[config.mk]
export PLATFORM = sky130hd
export DESIGN_NAME = policy_ordered_ready_queue
export DESIGN_NICKNAME = d
export VERILOG_FILES = /design/src/rtl/prq_pkg.sv /design/src/rtl/prq_ram.sv /design/src/rtl/prq_cmp.sv /design/src/rtl/prq_ctrl.sv /design/src/rtl/policy_ordered_ready_queue.sv
export SDC_FILE = /design/constraint.sdc
export NUM_CORES = 1
export LEC_CHECK = 0
export BUFFER_PORTS_ARGS = -buffer_cell sky130_fd_sc_hd__buf_4
export CORE_ASPECT_RATIO = 0.5
export CORE_MARGIN = 1.5
export CORE_UTILIZATION = 41
export DETAILED_ROUTE_END_ITERATION = 10
export GPL_TIMING_DRIVEN = 0
export MAX_ROUTING_LAYER = met4
export PLACE_DENSITY = 0.54
export SYNTH_ARGS = -nofsm -noshare
export SYNTH_HDL_FRONTEND = slang
export SYNTH_SLANG_ARGS = --single-unit
[constraint.sdc]
create_clock -name clk -period 9.25 [get_ports clk]
set_input_delay 1.85 -clock clk [delete_from_list [all_inputs] [get_ports clk]]
set_output_delay 1.85 -clock clk [all_outputs]
set_load 0.01 [all_outputs]
[src/rtl/prq_pkg.sv]
// Shared constants, codes and types for the policy-ordered ready queue.
// No dependencies; prq_cmp, prq_ctrl and the top level import this package.
`default_nettype none

package prq_pkg;

	localparam int QUEUE_DEPTH_DEF = 16;
	localparam int LEVEL_COUNT_DEF = 3;

	localparam int TAG_W    = 8;
	localparam int BURST_W  = 16;
	localparam int MODE_W   = 2;
	localparam int STATUS_W = 2;

	// policy register codes
	localparam logic [MODE_W-1:0] MODE_FCFS            = 2'd0;
	localparam logic [MODE_W-1:0] MODE_SJF             = 2'd1;
	localparam logic [MODE_W-1:0] MODE_PRIORITY        = 2'd2;
	localparam logic [MODE_W-1:0] MODE_RANDOM_PRIORITY = 2'd3;

	// result status codes
	localparam logic [STATUS_W-1:0] ST_DONE  = 2'd0;
	localparam logic [STATUS_W-1:0] ST_FULL  = 2'd1;
	localparam logic [STATUS_W-1:0] ST_EMPTY = 2'd2;

	// action codes
	localparam logic ACT_INSERT = 1'b0;
	localparam logic ACT_REMOVE = 1'b1;

	// finished-transaction report from the sequencer to the output stage
	typedef struct packed {
		logic                valid;
		logic [STATUS_W-1:0] status;
	} prq_done_t;

endpackage

`default_nettype wire

[src/rtl/prq_ram.sv]
// Generic single-write, single-read RAM with registered read data.
// No dependencies.
`default_nettype none

module prq_ram #(
	parameter int WIDTH = 8,
	parameter int DEPTH = 16
) (
	input  wire logic                     clk,
	input  wire logic                     we,
	input  wire logic [$clog2(DEPTH)-1:0] waddr,
	input  wire logic [WIDTH-1:0]         wdata,
	input  wire logic                     re,
	input  wire logic [$clog2(DEPTH)-1:0] raddr,
	output logic      [WIDTH-1:0]         rdata
);

	logic [WIDTH-1:0] mem_q [DEPTH];

	always_ff @(posedge clk) begin
		if (we) begin
			mem_q[waddr] <= wdata;
		end
		// hold read data until the next read
		if (re) begin
			rdata <= mem_q[raddr];
		end
	end

endmodule

`default_nettype wire

[src/rtl/prq_cmp.sv]
// Placement comparator: tells whether a new task goes before a stored entry.
// Depends on prq_pkg for the policy codes and field widths.
`default_nettype none

module prq_cmp #(
	parameter int LEVEL_W = 2
) (
	input  wire logic [prq_pkg::MODE_W-1:0]  mode,
	input  wire logic [prq_pkg::BURST_W-1:0] ent_burst,
	input  wire logic [LEVEL_W-1:0]          ent_level,
	input  wire logic [prq_pkg::BURST_W-1:0] new_burst,
	input  wire logic [LEVEL_W-1:0]          new_level,
	output logic                             hit
);

	import prq_pkg::*;

	always_comb begin
		// SJF: first entry with burst >= new; priority: first entry of lower level
		if (mode == MODE_SJF) begin
			hit = (ent_burst >= new_burst);
		end else begin
			hit = (ent_level < new_level);
		end
	end

endmodule

`default_nettype wire

[src/rtl/prq_ctrl.sv]
// Sequencer of the ready queue: circular slot buffer, ordered scan and shift.
// Depends on prq_pkg and instantiates prq_cmp; drives the slot RAM ports.
`default_nettype none

module prq_ctrl #(
	parameter int QUEUE_DEPTH = 16,
	parameter int LEVEL_COUNT = 3
) (
	input  wire logic                                clk,
	input  wire logic                                arst_n,
	input  wire logic [prq_pkg::MODE_W-1:0]          mode,
	input  wire logic                                in_valid,
	output logic                                     in_ready,
	input  wire logic                                action,
	input  wire logic [prq_pkg::TAG_W-1:0]           task_tag,
	input  wire logic [prq_pkg::BURST_W-1:0]         burst_time,
	input  wire logic [$clog2(LEVEL_COUNT)-1:0]      priority_level,
	output logic                                     ram_we,
	output logic [$clog2(QUEUE_DEPTH)-1:0]           ram_waddr,
	output logic [prq_pkg::TAG_W+prq_pkg::BURST_W+$clog2(LEVEL_COUNT)-1:0] ram_wdata,
	output logic                                     ram_re,
	output logic [$clog2(QUEUE_DEPTH)-1:0]           ram_raddr,
	input  wire logic [prq_pkg::TAG_W+prq_pkg::BURST_W+$clog2(LEVEL_COUNT)-1:0] ram_rdata,
	output prq_pkg::prq_done_t                       done,
	input  wire logic                                take,
	output logic [$clog2(QUEUE_DEPTH+1)-1:0]         count
);

	import prq_pkg::*;

	localparam int AW = $clog2(QUEUE_DEPTH);
	localparam int CW = $clog2(QUEUE_DEPTH + 1);
	localparam int LW = $clog2(LEVEL_COUNT);

	localparam logic [2:0] S_IDLE  = 3'd0;
	localparam logic [2:0] S_SCAN  = 3'd1;
	localparam logic [2:0] S_SHIFT = 3'd2;
	localparam logic [2:0] S_PUT   = 3'd3;
	localparam logic [2:0] S_HREAD = 3'd4;
	localparam logic [2:0] S_DONE  = 3'd5;

	logic [2:0]          state_q;
	logic [AW-1:0]       head_q;
	logic [CW-1:0]       count_q;
	logic [CW-1:0]       idx_q;
	logic [CW-1:0]       pos_q;
	logic                pend_q;
	logic [STATUS_W-1:0] status_q;
	logic [TAG_W-1:0]    tag_q;
	logic [BURST_W-1:0]  burst_q;
	logic [LW-1:0]       level_q;

	logic [CW-1:0] idx_m1;
	logic [CW-1:0] idx_m2;
	logic [AW-1:0] addr_idx;
	logic [AW-1:0] addr_m1;
	logic [AW-1:0] addr_m2;
	logic [AW-1:0] addr_pos;
	logic [AW-1:0] head_next;
	logic          hit;
	logic          sorted;
	logic          scan_hit;
	logic          scan_end;
	logic          shift_last;

	// logical slot index to physical address, offset at most the depth
	function automatic logic [AW-1:0] wrap_add(input logic [AW-1:0] base,
			input logic [CW-1:0] off);
		logic [CW:0] sum;
		sum = {{(CW + 1 - AW){1'b0}}, base} + {1'b0, off};
		if (sum >= (CW + 1)'(QUEUE_DEPTH)) begin
			sum = sum - (CW + 1)'(QUEUE_DEPTH);
		end
		return sum[AW-1:0];
	endfunction

	assign idx_m1    = idx_q - CW'(1);
	assign idx_m2    = idx_q - CW'(2);
	assign addr_idx  = wrap_add(head_q, idx_q);
	assign addr_m1   = wrap_add(head_q, idx_m1);
	assign addr_m2   = wrap_add(head_q, idx_m2);
	assign addr_pos  = wrap_add(head_q, pos_q);
	assign head_next = wrap_add(head_q, CW'(1));

	prq_cmp #(
		.LEVEL_W(LW)
	) u_cmp (
		.mode     (mode),
		.ent_burst(ram_rdata[LW +: BURST_W]),
		.ent_level(ram_rdata[LW-1:0]),
		.new_burst(burst_q),
		.new_level(level_q),
		.hit      (hit)
	);

	always_comb begin
		unique case (mode)
			MODE_SJF, MODE_PRIORITY:         sorted = 1'b1;
			MODE_FCFS, MODE_RANDOM_PRIORITY: sorted = 1'b0;
			default:                         sorted = 1'b0;
		endcase
	end

	// rdata holds slot idx_q-1 whenever pend_q is set
	assign scan_hit   = pend_q && hit;
	assign scan_end   = (idx_q == count_q);
	assign shift_last = (idx_m1 == pos_q);

	always_comb begin
		ram_we    = 1'b0;
		ram_waddr = addr_idx;
		ram_wdata = ram_rdata;
		ram_re    = 1'b0;
		ram_raddr = addr_idx;
		unique case (state_q)
			S_SCAN: begin
				if (!scan_hit && !scan_end) begin
					ram_re = 1'b1;
				end
			end
			S_SHIFT: begin
				if (!pend_q) begin
					ram_re    = 1'b1;
					ram_raddr = addr_m1;
				end else begin
					// move slot idx-1 up to idx and fetch the next one down
					ram_we = 1'b1;
					if (!shift_last) begin
						ram_re    = 1'b1;
						ram_raddr = addr_m2;
					end
				end
			end
			S_PUT: begin
				ram_we    = 1'b1;
				ram_waddr = addr_pos;
				ram_wdata = {tag_q, burst_q, level_q};
			end
			S_HREAD: begin
				ram_re    = 1'b1;
				ram_raddr = head_q;
			end
			default: begin
			end
		endcase
	end

	always_ff @(posedge clk or negedge arst_n) begin
		if (!arst_n) begin
			state_q  <= S_IDLE;
			head_q   <= '0;
			count_q  <= '0;
			idx_q    <= '0;
			pos_q    <= '0;
			pend_q   <= 1'b0;
			status_q <= ST_DONE;
		end else begin
			unique case (state_q)
				S_IDLE: begin
					if (in_valid) begin
						idx_q  <= '0;
						pend_q <= 1'b0;
						pos_q  <= count_q;
						if (action == ACT_REMOVE) begin
							state_q <= S_HREAD;
							if (count_q == '0) begin
								status_q <= ST_EMPTY;
							end else begin
								status_q <= ST_DONE;
								head_q   <= head_next;
								count_q  <= count_q - CW'(1);
							end
						end else if (count_q == CW'(QUEUE_DEPTH)) begin
							status_q <= ST_FULL;
							state_q  <= S_HREAD;
						end else begin
							status_q <= ST_DONE;
							state_q  <= (sorted && count_q != '0) ? S_SCAN : S_PUT;
						end
					end
				end
				S_SCAN: begin
					if (scan_hit) begin
						pos_q   <= idx_m1;
						idx_q   <= count_q;
						pend_q  <= 1'b0;
						state_q <= S_SHIFT;
					end else if (scan_end) begin
						pend_q  <= 1'b0;
						state_q <= S_PUT;
					end else begin
						idx_q  <= idx_q + CW'(1);
						pend_q <= 1'b1;
					end
				end
				S_SHIFT: begin
					if (!pend_q) begin
						pend_q <= 1'b1;
					end else if (shift_last) begin
						pend_q  <= 1'b0;
						state_q <= S_PUT;
					end else begin
						idx_q <= idx_m1;
					end
				end
				S_PUT: begin
					count_q <= count_q + CW'(1);
					state_q <= S_HREAD;
				end
				S_HREAD: begin
					state_q <= S_DONE;
				end
				S_DONE: begin
					if (take) begin
						state_q <= S_IDLE;
					end
				end
				default: begin
					state_q <= S_IDLE;
				end
			endcase
		end
	end

	always_ff @(posedge clk) begin
		if (state_q == S_IDLE && in_valid) begin
			tag_q   <= task_tag;
			burst_q <= burst_time;
			level_q <= priority_level;
		end
	end

	assign in_ready    = (state_q == S_IDLE);
	assign done.valid  = (state_q == S_DONE);
	assign done.status = status_q;
	assign count       = count_q;

endmodule

`default_nettype wire

[src/rtl/policy_ordered_ready_queue.sv]
// Top level of the policy-ordered ready queue: policy register, output stage.
// Depends on prq_pkg; instantiates prq_ctrl and prq_ram.
`default_nettype none

// Bounded ready queue of up to QUEUE_DEPTH tasks kept in one slot RAM used as
// a circular buffer, ordered by the policy register (0 FCFS, 1 shortest job
// first, 2 priority, 3 append). Each input transaction is an insert or a
// remove and yields one result with the status, the head task and the
// occupancy. One transaction at a time runs through a sequencer that does all
// work through the RAM's single read port and a shared comparator. A remove
// or a rejected insert just reads the head slot; an appending insert writes
// the task at the tail first; a sorted insert scans from the head for the
// first slot the task goes before, moves the tasks from that slot on up by
// one and writes the task there, or at the tail if none. The input is taken
// again while a finished result still waits in the output register; the
// sequencer stalls only when a second result is ready before the first is
// taken. The policy register takes a write on every cycle and is meant to be
// changed only while the queue is idle.
module policy_ordered_ready_queue #(
	parameter int QUEUE_DEPTH = prq_pkg::QUEUE_DEPTH_DEF,
	parameter int LEVEL_COUNT = prq_pkg::LEVEL_COUNT_DEF
) (
	input  wire logic                                clk,
	input  wire logic                                arst_n,
	input  wire logic                                cfg_valid,
	output logic                                     cfg_ready,
	input  wire logic [prq_pkg::MODE_W-1:0]          cfg_data,
	input  wire logic                                in_valid,
	output logic                                     in_ready,
	input  wire logic                                action,
	input  wire logic [prq_pkg::TAG_W-1:0]           task_tag,
	input  wire logic [prq_pkg::BURST_W-1:0]         burst_time,
	input  wire logic [$clog2(LEVEL_COUNT)-1:0]      priority_level,
	output logic                                     out_valid,
	input  wire logic                                out_ready,
	output logic [prq_pkg::STATUS_W-1:0]             status_code,
	output logic                                     head_valid,
	output logic [prq_pkg::TAG_W-1:0]                head_tag,
	output logic [prq_pkg::BURST_W-1:0]              head_burst,
	output logic [$clog2(LEVEL_COUNT)-1:0]           head_level,
	output logic [$clog2(QUEUE_DEPTH+1)-1:0]         occupancy
);

	import prq_pkg::*;

	localparam int AW = $clog2(QUEUE_DEPTH);
	localparam int CW = $clog2(QUEUE_DEPTH + 1);
	localparam int LW = $clog2(LEVEL_COUNT);
	localparam int EW = TAG_W + BURST_W + LW;

	logic [MODE_W-1:0]   mode_q;
	logic                ram_we;
	logic [AW-1:0]       ram_waddr;
	logic [EW-1:0]       ram_wdata;
	logic                ram_re;
	logic [AW-1:0]       ram_raddr;
	logic [EW-1:0]       ram_rdata;
	prq_done_t           done;
	logic                take;
	logic [CW-1:0]       count;
	logic                out_valid_q;
	logic [STATUS_W-1:0] status_q;
	logic                head_valid_q;
	logic [TAG_W-1:0]    head_tag_q;
	logic [BURST_W-1:0]  head_burst_q;
	logic [LW-1:0]       head_level_q;
	logic [CW-1:0]       occupancy_q;

	assign cfg_ready = 1'b1;

	always_ff @(posedge clk or negedge arst_n) begin
		if (!arst_n) begin
			mode_q <= MODE_FCFS;
		end else if (cfg_valid) begin
			mode_q <= cfg_data;
		end
	end

	prq_ctrl #(
		.QUEUE_DEPTH(QUEUE_DEPTH),
		.LEVEL_COUNT(LEVEL_COUNT)
	) u_ctrl (
		.clk           (clk),
		.arst_n        (arst_n),
		.mode          (mode_q),
		.in_valid      (in_valid),
		.in_ready      (in_ready),
		.action        (action),
		.task_tag      (task_tag),
		.burst_time    (burst_time),
		.priority_level(priority_level),
		.ram_we        (ram_we),
		.ram_waddr     (ram_waddr),
		.ram_wdata     (ram_wdata),
		.ram_re        (ram_re),
		.ram_raddr     (ram_raddr),
		.ram_rdata     (ram_rdata),
		.done          (done),
		.take          (take),
		.count         (count)
	);

	prq_ram #(
		.WIDTH(EW),
		.DEPTH(QUEUE_DEPTH)
	) u_slots (
		.clk  (clk),
		.we   (ram_we),
		.waddr(ram_waddr),
		.wdata(ram_wdata),
		.re   (ram_re),
		.raddr(ram_raddr),
		.rdata(ram_rdata)
	);

	// capture the finished transaction once the output register is free
	assign take = done.valid && (!out_valid_q || out_ready);

	always_ff @(posedge clk or negedge arst_n) begin
		if (!arst_n) begin
			out_valid_q <= 1'b0;
		end else if (take) begin
			out_valid_q <= 1'b1;
		end else if (out_ready) begin
			out_valid_q <= 1'b0;
		end
	end

	always_ff @(posedge clk) begin
		if (take) begin
			status_q     <= done.status;
			occupancy_q  <= count;
			head_valid_q <= (count != '0);
			// an empty queue reports a zero head
			if (count != '0) begin
				head_tag_q   <= ram_rdata[EW-1 -: TAG_W];
				head_burst_q <= ram_rdata[LW +: BURST_W];
				head_level_q <= ram_rdata[LW-1:0];
			end else begin
				head_tag_q   <= '0;
				head_burst_q <= '0;
				head_level_q <= '0;
			end
		end
	end

	assign out_valid   = out_valid_q;
	assign status_code = status_q;
	assign head_valid  = head_valid_q;
	assign head_tag    = head_tag_q;
	assign head_burst  = head_burst_q;
	assign head_level  = head_level_q;
	assign occupancy   = occupancy_q;

endmodule

`default_nettype wire
==> metrics list, run 1 <==
* Run status: finished, final reports clean
* Number of instances in the synthesized netlist: about 1,400
- Counting flops with an async set or reset pin after synthesis yields a share of 0.0528.
- The floorplan step defined a die boundary enclosing approximately 57,000 um2.
* Max FO, Critical Path: 13
- ANT nets after route: 0
- Area delta synth->final: 16.0%
- The number of cells on the worst reg-to-reg path is 11.
* Most frequent cells in the layout: sky130_fd_sc_hd__edfxtp_1 (502), sky130_fd_sc_hd__mux2i_1 (397), sky130_fd_sc_hd__buf_4 (94)
- For this design, the CTS-stage hold fixing added 0 buffers.
- Number of setup violations in the final report: 0
- Grouping stages by cell kind, the critical path spends the most delay in buffers and inverters.
- Syn Area/Cell: between 15 and 20 um2
* First-pass GRT wire length: a little over 80 mm
- On the worst path, the slowest cell contributes a delay of about 0.90 ns.
- Gates resized during post-CTS repair numbered 0.
- On the final layout, the worst clock skew is around 0.033 ns.
- Among the stages of the critical path, the cell type that occurs most often is sky130_fd_sc_hd__clkbuf_1.
- Top metal layer carrying routed signals: met4
* Type of the worst min-delay path: flop to flop
- Measured along the y axis, the die boundary spans 170 um.
- The startpoint identified for the worst hold timing path is u_ctrl.count[4]$_DFFE_PN0P_.
- The worst register-to-register path ends at u_ctrl.count[4]$_DFFE_PN0P_.
- The final-report hold violation count came to 0.
* Fin nets: 1,627
* Core Rows: between 60 and 70
- Along the worst hold path, the cell count comes to 0.
* Final hold slack: 0.450 ns
- For this run, the number of Yosys warnings is 0.
- Placed Cells incl. Taps: roughly 2,300
* Initial core utilization: 0.414
- Chip width: between 300 and 400 um
- Max_cap viols: 0
* Combined global-route utilization of all metal layers: 0.202
- Number of max-slew violations in the final report: 0
- Number of global-route vias before repair: between 10,000 and 15,000
* R2r startpoint: u_ctrl.state_q[2]$_DFFE_PN0P_
- Global route total overflow: 0
- Post-CTS Setup Bufs: 0
- Excluding fillers, the count of instances in the completed layout stands at roughly 2,300.
- After legalization and detailed placement, the total HPWL measured roughly 38 mm.
* Count of buffering cells on the critical path with inverters included: 3
* Type of element launching the critical path: flop
* Final critical-path required period: between 4 and 5 ns
- Via density: approximately 5.3
- Most common library cell in the layout ignoring fill and taps: sky130_fd_sc_hd__edfxtp_1
- Number of synthesized flops with an enable pin: around 500
- Crit share post-route: 0.456
- TNS Setup: 0 ns
- Cell variety after synth: 66
- The H-tree was split into 2 levels.
- In this run the count of I/O pins placed on the die edge is 71.
- Clock latency on the worst-skew pair, taken at its later pin, is approximately 0.58 ns.
- 0 antenna diodes ended up in the layout.
* Maximum number of buffers from clock root to sink: 3
- Max-slew headroom: 0.232
* List of cells traversed by the critical path: clkbuf_1 -> nor2_1 -> nand2_1 -> clkbuf_1 -> clkbuf_1 -> ha_1 -> a21o_1 -> a21oi_1 -> xnor2_1 -> nand2_1 -> xnor2_1
- Final GP Congestion: between 0.8 and 0.9
- Flops & latches, synth: 530
* Wire length per cell after detailed routing: around 24 um
* Setup repair after global routing missed its margin: no
- The setup path with the least slack is of type flop to flop.
- Category of the worst setup path capture point: flop
- In the routed design, unresolved DRC markers number 0.
- Total CTS buffers: between 40 and 50
- When the netlist entered floorplanning its net count stood at ~1,500.
- Data on the critical path is required at its endpoint by 9.69 ns.
* Clock Sink Count: 530
* Sum of met3 wire segment lengths after detailed routing: approximately 2.9 mm
- Clk slew on worst S/H paths: 0.06 ns
- For the pin with the worst max-slew slack, the measured transition is 1.14 ns.
- After the first detailed-routing iteration, the DRC count stood at just over 900.
- Buffers on Ports: 69
* Sum of routed wire segments on met1: 26.0 mm
* Detailed route wirelength on metal2: roughly 26 mm
- The tree is rooted in a sky130_fd_sc_hd__clkbuf_16.
- Number of optimization iterations in the first detailed-route pass: 5
- Core Box Area: approximately 55,000 um2
* Worst path depth: 11
* Netlist area before placement: ~23,000 um2
- For hold timing, the worst endpoint is occupancy[4]$_DFFE_PP_.
- Prevailing post-synth register cell: sky130_fd_sc_hd__edfxtp_1
* Maximum number of pins on one net before global-route repair: 29
- The filler cells instantiated in the layout total around 4,700.
* Max Freq: about 0.24 GHz
- Count of vias placed by the detailed router: between 10,000 and 15,000
* Crit-path slowest cell: sky130_fd_sc_hd__clkbuf_1
- Overall routed net length: approximately 56 mm
- Antenna violations before repair: 0
* Proportion of synthesized chip area in sequential cells: 0.688
* Final Util: 0.480
- Worst reg-to-reg setup slack: 5.03 ns
- Ratio of cells with drive above 1 in the final layout: 0.163
- STA puts the critical path data arrival time at about 4.7 ns.
- TritonCTS clock tree: yes
-- layer usage --
metal | vias to the layer above | track usage
li1 | 5623 | -
met1 | 6283 | 0.280
met2 | 318 | 0.322
met3 | 77 | 0.0289
met4 | 0 | 0.0396
met5 | - | -
-- cell type report --
type	count	area, um2	share of cell area
tap	756	946	0.0356
timing repair buffer	97	975	0.0367
inverter	36	135	0.00508
multi-input combinational	768	6720	0.253
buffer	68	417	0.0157
clock buffer	63	1360	0.0512
sequential	530	15800	0.593
clock inverter	25	259	0.00974
-- flip-flops by register name (all words and copies together), names as in the netlist, 3 cells and up --
| register | cells |
|---|---|
| u_ctrl.burst_q | 16 |
| u_ctrl.head_q | 4 |
| u_slots.rdata | 26 |
| u_slots.mem_q | 416 |
| head_tag | 8 |
| occupancy | 5 |
| u_ctrl.tag_q | 8 |
| u_ctrl.idx_q | 5 |
| u_ctrl.pos_q | 5 |
| u_ctrl.count | 5 |
| head_burst | 16 |
| u_ctrl.state_q | 3 |
-- stage by stage --
stage,setup slack (ns),cell area [um2]
final,5.03,26600
after global placement,3.77,24400
after CTS,5.05,26600
after floorplan,5.48,22900
after global routing,4.75,26600
after detailed placement,5.07,24900
-- Yosys cell counts, drive strengths merged, types with 4 or more instances --
master | count | share of area
ha | 38 | 0.021
and2 | 27 | 0.0074
nand2 | 52 | 0.0088
buf | 52 | 0.016
fa | 5 | 0.0044
mux2 | 14 | 0.0069
nand3 | 5 | 0.0011
dfrtp | 28 | 0.031
xor2 | 13 | 0.0053
clkbuf | 16 | 0.0026
a22oi | 4 | 0.0013
edfxtp | 502 | 0.66
o21ai | 41 | 0.0090
xnor2 | 21 | 0.0087
a21o | 11 | 0.0036
a31oi | 4 | 0.0017
nor2 | 45 | 0.0074
o22ai | 4 | 0.0011
a21oi | 27 | 0.0061
nor3 | 6 | 0.0013
a22o | 4 | 0.0015
inv | 36 | 0.0059
nand2b | 7 | 0.0019
mux2i | 397 | 0.17
-- kinds of logic after synthesis --
family,after synthesis,synth area share
compound gates,118,0.0336
xor+xnor,35,0.0150
fa+ha+maj,43,0.0251
buf+inv,104,0.0241
flops,530,0.688
mux,411,0.180
other cells,1,0.000164
simple gates,160,0.0336
-- how the worst max path moves through the flow --
stage / end / slack, ns / startpoint
3_3_place_gp: u_slots.mem_q[2][21]$_DFFE_PP_ / 3.77 / u_ctrl.idx_q[1]$_DFFE_PN0P_
4_1_cts: u_slots.mem_q[13][13]$_DFFE_PP_ / 5.05 / u_ctrl.state_q[2]$_DFFE_PN0P_
6_report: u_ctrl.count[4]$_DFFE_PN0P_ / 5.03 / u_ctrl.state_q[2]$_DFFE_PN0P_
5_1_grt: u_ctrl.count[4]$_DFFE_PN0P_ / 4.75 / u_ctrl.state_q[2]$_DFFE_PN0P_
2_1_floorplan: head_burst[0]$_SDFFCE_PN0P_ / 5.48 / out_ready
3_5_place_dp: u_slots.mem_q[3][13]$_DFFE_PP_ / 5.07 / u_ctrl.state_q[2]$_DFFE_PN0P_
Power of run 1 is not shown: default switching activity piles up to over one toggle a cycle in this logic, so the estimate is an artifact.
==> run 2: changes to the inputs <==
clock period = 3.9 ns   (was 9.25 ns; I/O delays follow)
==> metrics list, run 2 (synthesis gave the netlist of run 1 again) <==
* Category of the worst setup path capture point: flop
* Count of buffering cells on the critical path with inverters included: 5 (+2)
* Kind of cell adding the most delay to the critical path: adder cells
- The routed wirelength normalized by instance count came to 23.9 um (about the same).
* Final critical-path required period: 3.77 ns (-0.447 ns)
- R2r worst-path depth: 15 (+4)
- Buffers on Ports: 69 (unchanged)
- Initial core utilization: 0.414 (unchanged)
- Max Freq: 0.265 GHz (+12%)
- The largest registers in the layout are u_slots.mem_q: 416 flops, u_slots.rdata: 26 flops.
- Maximum number of buffers from clock root to sink: 3 (unchanged)
- The accumulated negative setup slack came to 0 ns (unchanged).
- The required time of the worst setup path is 4.19 ns (-5.50 ns).
- Worst reg-to-reg setup slack: 0.13 ns (-4.90 ns)
* Post-route clock skew: 0.0372 ns (+0.00385 ns)
- Via density: 5.26 (+0.26%)
- Placed Cells incl. Taps: 2,252 (unchanged)
- The run finished with clean final reports.
- The worst register-to-register path begins at u_ctrl.idx_q[0]$_DFFE_PN0P_.
* Arrival time worst endpoint: 4.06 ns (-0.60 ns)
* Max FO, Critical Path: 10 (-3)
- The via count came to 12,400 (+0.47%).
- First-pass GRT wire length: 81.1 mm (about the same)
* Area delta synth->final: 16.5%
- The number of failing setup endpoints in the final timing report is 0 (unchanged).
* Core Box Area: 55,400 um2 (unchanged)
* Root buffer selected by CTS: sky130_fd_sc_hd__clkbuf_16
* Combined global-route utilization of all metal layers: 0.203 (about the same)
* Setup repair after global routing missed its margin: yes
* Worst-margin pin slew: 1.17 ns (+0.0294 ns)
- ANT nets after route: 0 (unchanged)
- The final weighted congestion of routability-driven global placement was 0.860 (unchanged).
* Max reg flops: 416 (unchanged)
- The final clock period utilization by the worst path is 0.967 (+0.511).
- TritonCTS clock tree: yes
- Number of failing hold endpoints at the final stage: 0 (unchanged)
- The number of global-route vias before repair is 12,400 (+0.15%).
* Max-slew headroom: 0.223 (-0.00959)
* Antenna violations before repair: 0 (unchanged)
- The ratio of cells with drive above 1 in the final layout was 0.169 (+0.00577).
* Most common cell on crit path: sky130_fd_sc_hd__mux2i_1
- Core Rows: 61 (unchanged)
- Chip width: 337 um (unchanged)
- Die H: 170 um (unchanged)
- Total inserted antenna cells: 0 (unchanged)
- Type of the worst min-delay path: primary input to async pin
- The library cells used most frequently in the layout, excluding fill and tap cells, are sky130_fd_sc_hd__edfxtp_1 (502), sky130_fd_sc_hd__mux2i_1 (397), sky130_fd_sc_hd__buf_4 (100).
- The remaining design rule violation count came to 0 (unchanged).
* Number of H-tree levels: 2 (unchanged)
* Number of max-slew violations in the final report: 0 (unchanged)
- The clock transition at the registers of the reported paths came to 0.08 ns (+0.02 ns).
- Total CTS buffers: 49 (unchanged)
* Area of the die: 57,400 um2 (unchanged)
* Type of element launching the critical path: flop
* Fin nets: 1,632 (+0.31%)
* Overall routed net length: 56.2 mm (+0.26%)
- The setup path with the least slack is of type flop to flop.
* Total half-perimeter wirelength after legalization and detailed placement: 37.5 mm (unchanged)
- Clock Sink Count: 530 (unchanged)
- For this design, the slowest cell found on the critical path is sky130_fd_sc_hd__fa_1.
- The library cell used most frequently in the layout, excluding fill and tap cells, is sky130_fd_sc_hd__edfxtp_1.
- The total of hold buffers inserted after clock tree synthesis came to 0 (unchanged).
- Largest reg by FF count: u_slots.mem_q
- Number of optimization iterations in the first detailed-route pass: 5 (unchanged)
- Skew-Pair Late Insertion Delay: 0.58 ns (about the same)
* Maximum number of pins on one net before global-route repair: 29 (unchanged)
* Max_cap viols: 0 (unchanged)
- The final cell count without fillers came to 2,348 (+0.21%).
- The signal on the critical path passes through buf_4 -> inv_1 -> ha_2 -> inv_1 -> fa_1 -> nand2b_1 -> a22oi_1 -> nor2_1 -> a22oi_1 -> o211a_1 -> buf_6 -> buf_4 -> mux2i_1 -> mux2i_1 -> mux2i_1.
- Largest stage delay on the critical path: 0.54 ns (-0.36 ns)
- Capturing point of the worst reg2reg path: u_slots.rdata[10]$_DFFE_PP_
* Boundary pin count: 71 (unchanged)
- Iter 0 DRT Violations: 973 (+6.0%)
- The overall overflow remaining after global route came to 0 (unchanged).
## run 2: cell count changes in the layout (fill, tap and decap cells not counted), sizes merged
cell and delta:
inv -1, buf -1, clkbuf +6, clkinvlp +1
## run 2: layer usage
| metal | track usage | vias up | wire [um] |
|---|---|---|---|
| met5 | - | - | 0 |
| met4 | 0.0398 | 0 | 977 |
| li1 | - | 5621 | - |
| met2 | 0.322 | 293 | 26300 |
| met3 | 0.0289 | 73 | 2750 |
| met1 | 0.280 | 6372 | 26200 |
## run 2: worst max-delay path by stage
stage                     slack (ns)                             end                           from  cells after the start
after floorplan                 0.45      u_slots.rdata[0]$_DFFE_PP_    u_ctrl.idx_q[1]$_DFFE_PN0P_                      7
after global placement         -1.58  u_slots.mem_q[2][21]$_DFFE_PP_    u_ctrl.idx_q[1]$_DFFE_PN0P_                      9
after detailed placement       -0.28  u_slots.mem_q[3][13]$_DFFE_PP_  u_ctrl.state_q[2]$_DFFE_PN0P_                      6
after CTS                       0.02     u_slots.rdata[21]$_DFFE_PP_    u_ctrl.idx_q[1]$_DFFE_PN0P_                     15
after global routing          -0.003     u_slots.rdata[16]$_DFFE_PP_    u_ctrl.idx_q[0]$_DFFE_PN0P_                     15
final                           0.13     u_slots.rdata[10]$_DFFE_PP_    u_ctrl.idx_q[0]$_DFFE_PN0P_                     15
## run 2: metrics by stage
step	hold slack [ns]	setup slack (ns)	area, um2	utilization
2_1_floorplan	0.423	0.449	22900	-
3_3_place_gp	0.431	-1.58	24400	0.440
3_5_place_dp	0.439	-0.280	24900	0.450
4_1_cts	0.117	0.0223	26600	0.480
5_1_grt	0.129	-0.00259	26700	0.482
6_report	0.120	0.129	26700	0.482
## run 2: final cells by class
cell class                 count  area (um2)
inverter                      36         139
fill                        4710       28700
sequential                   530       15800
tap                          756         946
clock buffer                  63        1360
clock inverter                25         259
multi-input combinational    768        6730
timing repair buffer         102        1010
buffer                        68         470
## run 2: what timing repair did
action                     4_1_cts  5_1_grt
resized for setup                5       22
buffers inserted                 1        4
cloned                           0        0
setup endpoints to repair      106      197
pin swaps                        1        1
Power of run 2 is left out for the same reason.
